`src/rtl/tcw_pkg.sv`:
```
package tcw_pkg;

    // field widths
    localparam int WIN_W  = 32;
    localparam int MSS_W  = 16;
    localparam int SEG_W  = 4;
    localparam int REQ_W  = 2;
    localparam int IDX_W  = 1;

    // event codes
    localparam logic [REQ_W-1:0] EV_ACK     = 2'd0;
    localparam logic [REQ_W-1:0] EV_TIMEOUT = 2'd1;
    localparam logic [REQ_W-1:0] EV_INIT    = 2'd2;

    // register indexes
    localparam logic [IDX_W-1:0] REG_MSS  = 1'd0;
    localparam logic [IDX_W-1:0] REG_SEGS = 1'd1;

    localparam logic [MSS_W-1:0] RESET_MSS  = 16'd1460;
    localparam logic [SEG_W-1:0] RESET_SEGS = 4'd4;
    localparam logic [WIN_W-1:0] ALL_ONES   = {WIN_W{1'b1}};
    localparam logic [WIN_W-1:0] RESET_CWND = WIN_W'(RESET_MSS * RESET_SEGS);

    // saturating 32-bit add
    function automatic logic [WIN_W-1:0] sat_add(input logic [WIN_W-1:0] a,
                                                 input logic [WIN_W-1:0] b);
        logic [WIN_W:0] s;
        s = {1'b0, a} + {1'b0, b};
        return s[WIN_W] ? ALL_ONES : s[WIN_W-1:0];
    endfunction

endpackage

```
`src/rtl/tcw_muldiv.sv`:
```
// Bit-serial a*b/d: shift-add multiply (one multiplier bit per cycle), then
// restoring divide (one quotient bit per cycle). Requires a*b < d * 2^MSS_W,
// which holds when a <= d, so the quotient fits MSS_W bits.
module tcw_muldiv (
    input  logic                       clk,
    input  logic                       rst_n,
    input  logic                       start,
    input  logic [tcw_pkg::WIN_W-1:0]  multiplicand,
    input  logic [tcw_pkg::MSS_W-1:0]  multiplier,
    input  logic [tcw_pkg::WIN_W-1:0]  divisor,
    output logic                       done,
    output logic [tcw_pkg::MSS_W-1:0]  quotient
);
    import tcw_pkg::*;

    localparam int CNT_W  = $clog2(MSS_W);
    localparam int PROD_W = WIN_W + MSS_W;

    typedef enum logic [1:0] {
        ST_IDLE,
        ST_MUL,
        ST_DIV
    } state_t;

    state_t              state_reg, state_next;
    logic [CNT_W-1:0]    cnt_reg, cnt_next;
    logic                done_reg, done_next;
    logic [PROD_W-1:0]   prod_reg, prod_next;
    logic [WIN_W-1:0]    mcand_reg, mcand_next;
    logic [WIN_W-1:0]    div_reg, div_next;

    logic [WIN_W:0]      mul_sum;
    logic [WIN_W:0]      trial;
    logic                q_bit;
    logic                last_step;

    // partial-product add on the high half
    assign mul_sum   = {1'b0, prod_reg[PROD_W-1:MSS_W]}
                     + (prod_reg[0] ? {1'b0, mcand_reg} : '0);
    // next remainder candidate with the next dividend bit
    assign trial     = {prod_reg[PROD_W-1:MSS_W], prod_reg[MSS_W-1]};
    assign q_bit     = (trial >= {1'b0, div_reg});
    assign last_step = (cnt_reg == CNT_W'(MSS_W - 1));

    always_comb
    begin
        state_next = state_reg;
        cnt_next   = cnt_reg;
        done_next  = 1'b0;
        prod_next  = prod_reg;
        mcand_next = mcand_reg;
        div_next   = div_reg;
        unique case (state_reg)
            ST_IDLE:
            begin
                if (start)
                begin
                    prod_next  = {{WIN_W{1'b0}}, multiplier};
                    mcand_next = multiplicand;
                    div_next   = divisor;
                    cnt_next   = '0;
                    state_next = ST_MUL;
                end
            end
            ST_MUL:
            begin
                prod_next = {mul_sum, prod_reg[MSS_W-1:1]};
                cnt_next  = cnt_reg + 1'b1;
                if (last_step)
                begin
                    state_next = ST_DIV;
                end
            end
            ST_DIV:
            begin
                if (q_bit)
                begin
                    prod_next[PROD_W-1:MSS_W] = WIN_W'(trial - {1'b0, div_reg});
                end
                else
                begin
                    prod_next[PROD_W-1:MSS_W] = trial[WIN_W-1:0];
                end
                prod_next[MSS_W-1:0] = {prod_reg[MSS_W-2:0], q_bit};
                cnt_next = cnt_reg + 1'b1;
                if (last_step)
                begin
                    done_next  = 1'b1;
                    state_next = ST_IDLE;
                end
            end
            default:
            begin
                state_next = ST_IDLE;
            end
        endcase
    end

    always_ff @(posedge clk or negedge rst_n)
    begin
        if (!rst_n)
        begin
            state_reg <= ST_IDLE;
            cnt_reg   <= '0;
            done_reg  <= 1'b0;
        end
        else
        begin
            state_reg <= state_next;
            cnt_reg   <= cnt_next;
            done_reg  <= done_next;
        end
    end

    always_ff @(posedge clk)
    begin
        prod_reg  <= prod_next;
        mcand_reg <= mcand_next;
        div_reg   <= div_next;
    end

    assign done     = done_reg;
    assign quotient = prod_reg[MSS_W-1:0];

endmodule

```
`src/rtl/tcp_congestion_window.sv`:
```
// Timing: init, timeout and unknown events and slow-start or zero-window acks give
//   their result the cycle after the transfer; other avoidance acks use the serial unit.
// Throughput: one event per cycle while the output is taken, except avoidance acks,
//   which hold off new events until the bit-serial multiply and divide unit is done.
// Reset: window = 1460 * 4, threshold all ones, loss flag clear, mss 1460,
//   initial segments 4; no result pending.
module tcp_congestion_window (
    input  logic                       clk,
    input  logic                       rst_n,
    // configuration writes
    input  logic                       cfg_we,
    input  logic [tcw_pkg::IDX_W-1:0]  cfg_index,
    input  logic [tcw_pkg::MSS_W-1:0]  cfg_data,
    // event channel
    input  logic                       in_valid,
    output logic                       in_ready,
    input  logic [tcw_pkg::REQ_W-1:0]  req_type,
    input  logic [tcw_pkg::WIN_W-1:0]  acked_bytes,
    input  logic [tcw_pkg::WIN_W-1:0]  bytes_in_flight,
    // result channel
    output logic                       out_valid,
    input  logic                       out_ready,
    output logic [tcw_pkg::WIN_W-1:0]  window,
    output logic [tcw_pkg::WIN_W-1:0]  threshold,
    output logic                       in_loss
);
    import tcw_pkg::*;

    // configuration registers
    logic [MSS_W-1:0]  mss_reg;
    logic [SEG_W-1:0]  segs_reg;

    // connection state
    logic [WIN_W-1:0]  cwnd_reg, cwnd_next;
    logic [WIN_W-1:0]  ssthresh_reg, ssthresh_next;
    logic              loss_reg, loss_next;

    // busy while the serial unit works on an avoidance ack
    logic              busy_reg, busy_next;

    // output holding register
    logic              out_valid_reg, out_valid_next;
    logic [WIN_W-1:0]  window_reg, window_next;
    logic [WIN_W-1:0]  threshold_reg, threshold_next;
    logic              in_loss_reg, in_loss_next;

    logic              in_xfer;
    logic              slow_start;

    // ack terms
    logic [WIN_W-1:0]  ack_eff;
    logic [WIN_W-1:0]  ss_inc;

    // timeout terms
    logic [WIN_W-1:0]  fl_eff;
    logic [WIN_W-1:0]  fl_half;
    logic [WIN_W-1:0]  two_mss;
    logic [WIN_W-1:0]  to_thresh;

    logic              unit_start;
    logic              unit_done;
    logic [MSS_W-1:0]  unit_quot;
    logic [WIN_W-1:0]  ca_inc;

    // one event in flight; the output register must be free or draining
    assign in_ready   = !busy_reg && (!out_valid_reg || out_ready);
    assign in_xfer    = in_valid && in_ready;
    assign slow_start = (cwnd_reg < ssthresh_reg);

    assign ack_eff = (acked_bytes < cwnd_reg) ? acked_bytes : cwnd_reg;
    assign ss_inc  = (acked_bytes < {{(WIN_W-MSS_W){1'b0}}, mss_reg})
                   ? acked_bytes : {{(WIN_W-MSS_W){1'b0}}, mss_reg};

    assign fl_eff  = (bytes_in_flight < cwnd_reg) ? bytes_in_flight : cwnd_reg;
    assign fl_half = {1'b0, fl_eff[WIN_W-1:1]};
    assign two_mss = {{(WIN_W-MSS_W-1){1'b0}}, mss_reg, 1'b0};

    always_comb
    begin
        to_thresh = (fl_half > two_mss) ? fl_half : two_mss;
        // in loss the threshold never rises
        if (loss_reg && (to_thresh > ssthresh_reg))
        begin
            to_thresh = ssthresh_reg;
        end
    end

    // avoidance increment is at least one byte
    assign ca_inc = (unit_quot == '0) ? WIN_W'(1)
                  : {{(WIN_W-MSS_W){1'b0}}, unit_quot};

    always_comb
    begin
        cwnd_next      = cwnd_reg;
        ssthresh_next  = ssthresh_reg;
        loss_next      = loss_reg;
        busy_next      = busy_reg;
        unit_start     = 1'b0;
        out_valid_next = out_valid_reg && !out_ready;
        window_next    = window_reg;
        threshold_next = threshold_reg;
        in_loss_next   = in_loss_reg;

        if (in_xfer)
        begin
            unique case (req_type)
                EV_ACK:
                begin
                    loss_next = 1'b0;
                    if (slow_start)
                    begin
                        cwnd_next = sat_add(cwnd_reg, ss_inc);
                    end
                    else if (cwnd_reg == '0)
                    begin
                        // zero window: step by one, no division
                        cwnd_next = sat_add(cwnd_reg, WIN_W'(1));
                    end
                    else
                    begin
                        busy_next  = 1'b1;
                        unit_start = 1'b1;
                    end
                end
                EV_TIMEOUT:
                begin
                    ssthresh_next = to_thresh;
                    cwnd_next     = {{(WIN_W-MSS_W){1'b0}}, mss_reg};
                    loss_next     = 1'b1;
                end
                EV_INIT:
                begin
                    cwnd_next     = {{(WIN_W-MSS_W){1'b0}}, mss_reg}
                                  * {{(WIN_W-SEG_W){1'b0}}, segs_reg};
                    ssthresh_next = ALL_ONES;
                    loss_next     = 1'b0;
                end
                default:
                begin
                    // unknown event: report current state
                end
            endcase

            if (!unit_start)
            begin
                out_valid_next = 1'b1;
                window_next    = cwnd_next;
                threshold_next = ssthresh_next;
                in_loss_next   = loss_next;
            end
        end

        if (unit_done)
        begin
            cwnd_next      = sat_add(cwnd_reg, ca_inc);
            busy_next      = 1'b0;
            out_valid_next = 1'b1;
            window_next    = cwnd_next;
            threshold_next = ssthresh_reg;
            in_loss_next   = loss_reg;
        end
    end

    always_ff @(posedge clk or negedge rst_n)
    begin
        if (!rst_n)
        begin
            mss_reg       <= RESET_MSS;
            segs_reg      <= RESET_SEGS;
            cwnd_reg      <= RESET_CWND;
            ssthresh_reg  <= ALL_ONES;
            loss_reg      <= 1'b0;
            busy_reg      <= 1'b0;
            out_valid_reg <= 1'b0;
        end
        else
        begin
            if (cfg_we)
            begin
                unique case (cfg_index)
                    REG_MSS:  mss_reg  <= cfg_data;
                    REG_SEGS: segs_reg <= cfg_data[SEG_W-1:0];
                    default:  ;
                endcase
            end
            cwnd_reg      <= cwnd_next;
            ssthresh_reg  <= ssthresh_next;
            loss_reg      <= loss_next;
            busy_reg      <= busy_next;
            out_valid_reg <= out_valid_next;
        end
    end

    always_ff @(posedge clk)
    begin
        window_reg    <= window_next;
        threshold_reg <= threshold_next;
        in_loss_reg   <= in_loss_next;
    end

    // min(acked, cwnd) * mss / cwnd, one bit per cycle
    tcw_muldiv u_muldiv (
        .clk          (clk),
        .rst_n        (rst_n),
        .start        (unit_start),
        .multiplicand (ack_eff),
        .multiplier   (mss_reg),
        .divisor      (cwnd_reg),
        .done         (unit_done),
        .quotient     (unit_quot)
    );

    assign out_valid = out_valid_reg;
    assign window    = window_reg;
    assign threshold = threshold_reg;
    assign in_loss   = in_loss_reg;

endmodule
```
`config.mk`:
```
export PLATFORM = sky130hd
export DESIGN_NAME = tcp_congestion_window
export DESIGN_NICKNAME = d
export VERILOG_FILES = /design/src/rtl/tcw_pkg.sv /design/src/rtl/tcw_muldiv.sv /design/src/rtl/tcp_congestion_window.sv
export SDC_FILE = /design/constraint.sdc
export NUM_CORES = 1
export LEC_CHECK = 0
export ABC_AREA = 1
export BUFFER_PORTS_ARGS = -buffer_cell sky130_fd_sc_hd__buf_4
export CORE_ASPECT_RATIO = 0.5
export CORE_MARGIN = 3
export CORE_UTILIZATION = 45
export DETAILED_ROUTE_END_ITERATION = 8
export MAX_ROUTING_LAYER = met4
export PLACE_DENSITY = 0.66
export SYNTH_ARGS = -nofsm -noshare
export SYNTH_HDL_FRONTEND = slang
export SYNTH_SLANG_ARGS = --single-unit
```
`constraint.sdc`:
```
create_clock -name clk -period 8 [get_ports clk]
set_input_delay 1.6 -clock clk [delete_from_list [all_inputs] [get_ports clk]]
set_output_delay 1.6 -clock clk [all_outputs]
set_load 0.02 [all_outputs]
```
==> results.txt <==
* CP Capture Type: flip-flop
- Startpoint type of the worst setup path: input port
- TritonCTS built the clock tree.
- For met2 alone, demand over resource in global routing was 0.4457.
- Max rail drop VDD: approximately 240 uV
- On the critical path, the stage with the largest delay is an instance of sky130_fd_sc_hd__nand2_2.
* Number of different library cells in the post-synthesis netlist: 59
* Worst setup skew after layout: between 0.015 and 0.02 ns
- Clock tree root buffer cell: sky130_fd_sc_hd__clkbuf_16
* Number of enable flip-flop cells after synthesis: between 150 and 200
* Path depth of the worst reg2reg path: 35
- At the end of routability-driven placement, the weighted congestion stood at approximately 1.0.
- Counting the buffers created by CTS gives 30.
- Number of resized instances in the post-cts repair step: 0
* Reg-to-reg critical path startpoint: cwnd_reg[9]
* Worst slack at placement: between 0.3 and 0.4 ns
- Average wire per cell in the routed design: approximately 21 microns
- Count of hold buffers inserted by post-cts repair: 0
- Leak: around 15 nW
- Count of nets after finishing: approximately 4200
* Clock period minus final worst setup slack: between 7 and 8 ns
- The number of buffers and inverters on the critical path is 4.
- For met3 alone, demand over resource in global routing was 0.06381.
- Entering global routing, the biggest net connects 66 pins.
* Headroom to the max-slew limit: 0.2490
- Hold violation count in the final report: 0
* Outcome: completed
* Total routed wirelength: ~95 mm
- Number of failing setup endpoints in the final timing report: 0
- Met1 track demand over resource in global routing: 0.4455
* Antenna violations before repair: 2
- The register with the most flip-flops in the layout has 48 of them.
- Aggregate negative setup slack: 0 ns
* Origin of the worst setup path: bytes_in_flight[15]
- Instance count on the critical path: 35
- Reg2reg setup slack: roughly 0.97 ns
- The largest single stage delay on the critical path is between 0.4 and 0.5 ns.
- The later pin in the worst-skew pair is clocked with a latency of about 0.63 ns.
- Seq/Total Area, Yosys: 0.2946
* CTS sink cnt: around 270
- Initial standard-cell utilization of the core: 0.4635
- For this run, the total global-route usage over all layers was measured as 0.3116.
- Counting the fill cells in the layout gives ~5500.
- For the worst setup path, the data required time is around 8.4 ns.
- Routed via count: around 26000
- In this run the most critical hold path is launched from ssthresh_reg[11].
- Class of the worst hold path: flip-flop to flip-flop
* Cell class contributing the biggest share of worst-path delay: simple AND/OR/NAND/NOR gates
- First-pass GRT wire length: ~140 mm
- Share of the clock period used by the worst path after layout: 0.8862
- Relative to the synthesized area, the layout overhead comes to 11.63%.
- Setup repair after global routing left no endpoint under its margin.
- Mean Syn Cell Area: around 7 sq um
- Total count of max-transition violations in the final report: 0
- Based on the critical path, the design can be clocked at up to ~140 MHz.
* Clock Pin Slew Worst Setup and Hold Paths: 0.06 ns
* Die area: about 61000 sq um
* Ratio of cells with drive above 1 in the final layout: 0.09189
* Number of instances in the synthesized netlist: 3664
- Die Height: roughly 180 microns
* Number of remaining DRC errors: 0
* Final worst slack: slightly above 0.9 ns
- After detailed routing, the number of vias per cell comes to 5.741.
- Predominant post-synthesis flop cell: sky130_fd_sc_hd__edfxtp_1
* Most congested layer reported by global routing: met2
- FF+latch count, synth: about 270
- The core region is 56560 sq um.
- Once the clock tree was built, the setup fixing pass inserted 0 buffers.
* Number of port buffers: about 150
- The critical path is of the input port to flip-flop type.
- The HPWL after detailed placement is about 73 mm.
* Initial drt markers: 2506
* Total gr overflow: 0
- Capturing element of the worst setup path: threshold[29]
- During I/O placement, the number of pins put on the boundary was roughly 160.
- Ys async rst share: 0.3469
* CP Max Fanout: 34
- For the pin with the worst max-slew slack, the measured transition is approximately 1.1 ns.
- Data on the critical path arrives at its endpoint at 7.46 ns.
* Final core area utilization: 0.5174
- The endpoint identified for the worst register-to-register timing path is threshold[29].
- Area of the mapped netlist: 26210 sq um
- Number of buffers between clock root and the deepest sink: 3
- For this design the ratio of total power to cell area is slightly above 400 nW/um^2.
- Counting stages on the worst path, the most repeated cell is sky130_fd_sc_hd__nand2_1.
- From left edge to right edge, the die measures 347.3 microns.
* Deepest level of the CTS H-tree: 1
* Number of detailed-route iterations in the first pass: 6
* Number of routed nets with antenna violations: 0
- Yosys printed 0 warnings.
- Standard-cell row count: 61
- Via count of the first global-routing pass: 24090
- Number of max-capacitance violations reported: 0
synth_stat cells (3+ instances only):
cell type	count	area [sq um]
sky130_fd_sc_hd__dfstp_2	45	1182
sky130_fd_sc_hd__a31oi_1	18	112.6
sky130_fd_sc_hd__nand2_2	18	112.6
sky130_fd_sc_hd__ha_1	302	3779
sky130_fd_sc_hd__o22ai_1	14	87.58
sky130_fd_sc_hd__edfxtp_1	177	5315
sky130_fd_sc_hd__nor3_1	31	155.2
sky130_fd_sc_hd__o211ai_1	74	555.5
sky130_fd_sc_hd__buf_2	17	85.08
sky130_fd_sc_hd__nor2_1	162	608.1
sky130_fd_sc_hd__a21boi_0	22	165.2
sky130_fd_sc_hd__nand3b_1	12	90.09
sky130_fd_sc_hd__nand3_1	233	1166
sky130_fd_sc_hd__o221ai_1	9	78.83
sky130_fd_sc_hd__buf_1	7	26.28
sky130_fd_sc_hd__o21ai_0	225	1126
sky130_fd_sc_hd__clkinv_1	5	18.77
sky130_fd_sc_hd__o21ai_1	22	110.1
sky130_fd_sc_hd__buf_4	3	22.52
sky130_fd_sc_hd__a211oi_1	5	37.54
sky130_fd_sc_hd__xnor2_1	31	271.5
sky130_fd_sc_hd__o21bai_1	13	97.59
sky130_fd_sc_hd__a21o_1	14	105.1
sky130_fd_sc_hd__fa_1	32	640.6
sky130_fd_sc_hd__clkbuf_1	125	469.2
sky130_fd_sc_hd__a221oi_1	3	26.28
sky130_fd_sc_hd__inv_1	449	1685
sky130_fd_sc_hd__o31ai_1	6	45.04
sky130_fd_sc_hd__nand2_1	1027	3855
sky130_fd_sc_hd__nor4_1	16	100.1
sky130_fd_sc_hd__dfrtp_1	49	1226
sky130_fd_sc_hd__xor2_1	40	350.3
sky130_fd_sc_hd__buf_6	3	33.78
sky130_fd_sc_hd__or2_2	7	43.79
sky130_fd_sc_hd__a21oi_1	379	1897
sky130_fd_sc_hd__o21a_1	9	67.56
sky130_fd_sc_hd__nand4_1	30	187.7
worst min-delay path by stage:
stage / cells past startpoint / to / slack, ns
5_1_grt: 2 / ssthresh_reg[13] / 0.50
3_5_place_dp: 2 / ssthresh_reg[11] / 0.47
3_3_place_gp: 2 / ssthresh_reg[14] / 0.47
2_1_floorplan: 2 / ssthresh_reg[10] / 0.46
4_1_cts: 2 / ssthresh_reg[5] / 0.48
6_report: 2 / ssthresh_reg[11] / 0.48
cell type report:
cell class / instances / area (sq um) / area share
Multi-Input combinational cell: 2798 / 16230 / 0.5546
Sequential cell: 271 / 7725 / 0.2640
Inverter: 455 / 1708 / 0.05836
Timing Repair Buffer: 207 / 1554 / 0.05310
Tap cell: 756 / 945.9 / 0.03232
Clock buffer: 38 / 822.0 / 0.02809
Clock inverter: 18 / 275.3 / 0.009407
Antenna cell: 2 / 5.005 / 0.0001710
report_power, final:
part	switching, mW	internal [mW]
Sequential	0.462	2.22
Combinational	5.21	2.55
Clock	0.672	0.926
Total	6.34	5.69
kinds of logic after synthesis:
family                     Yosys count  synth area share
AOI/OAI and AO/OA                  827            0.1768
other                                1         0.0001431
xor gates and xnor gates            71           0.02372
and+or+nand+nor                   1550            0.2466
DFF                                271            0.2946
adders and majority gates          334            0.1686
buffers and inverters              610           0.08945
tightest hold or removal path, cell delays in order, from the launching register on:
cell and delay [ns]:
sky130_fd_sc_hd__dfstp_2 0.37, sky130_fd_sc_hd__nand2_1 0.06, sky130_fd_sc_hd__nand2_1 0.05
cell usage in the layout, fill, tap and decap left out, types with 40 or more instances in the layout:
cell | Yosys | final
sky130_fd_sc_hd__buf_4 | 3 | 207
sky130_fd_sc_hd__dfstp_2 | 45 | 45
sky130_fd_sc_hd__inv_1 | 449 | 448
sky130_fd_sc_hd__nand3_1 | 233 | 233
sky130_fd_sc_hd__xor2_1 | 40 | 40
sky130_fd_sc_hd__nor2_1 | 162 | 160
sky130_fd_sc_hd__dfrtp_1 | 49 | 48
sky130_fd_sc_hd__nand2_1 | 1027 | 1025
sky130_fd_sc_hd__a21oi_1 | 379 | 379
sky130_fd_sc_hd__o21ai_0 | 225 | 225
sky130_fd_sc_hd__o211ai_1 | 74 | 74
sky130_fd_sc_hd__ha_1 | 302 | 302
sky130_fd_sc_hd__edfxtp_1 | 177 | 177
through the flow:
step	power (mW)	instances	hold slack, ns	area, sq um
global placement	10.15	4487	0.4654	28160
floorplan	7.922	3679	0.4555	26270
CTS	11.90	4543	0.4795	29260
global route	13.06	4545	0.4959	29260
detailed placement	10.27	4487	0.4672	28160
finish	12.04	4545	0.4788	29260
routing by layer:
layer | vias to the layer above | part of all wire
li1 | 12540 | -
met1 | 12280 | 0.46
met2 | 1123 | 0.41
met3 | 144 | 0.098
met4 | 0 | 0.028
met5 | - | 0
Power figures use the tool's default switching activity.
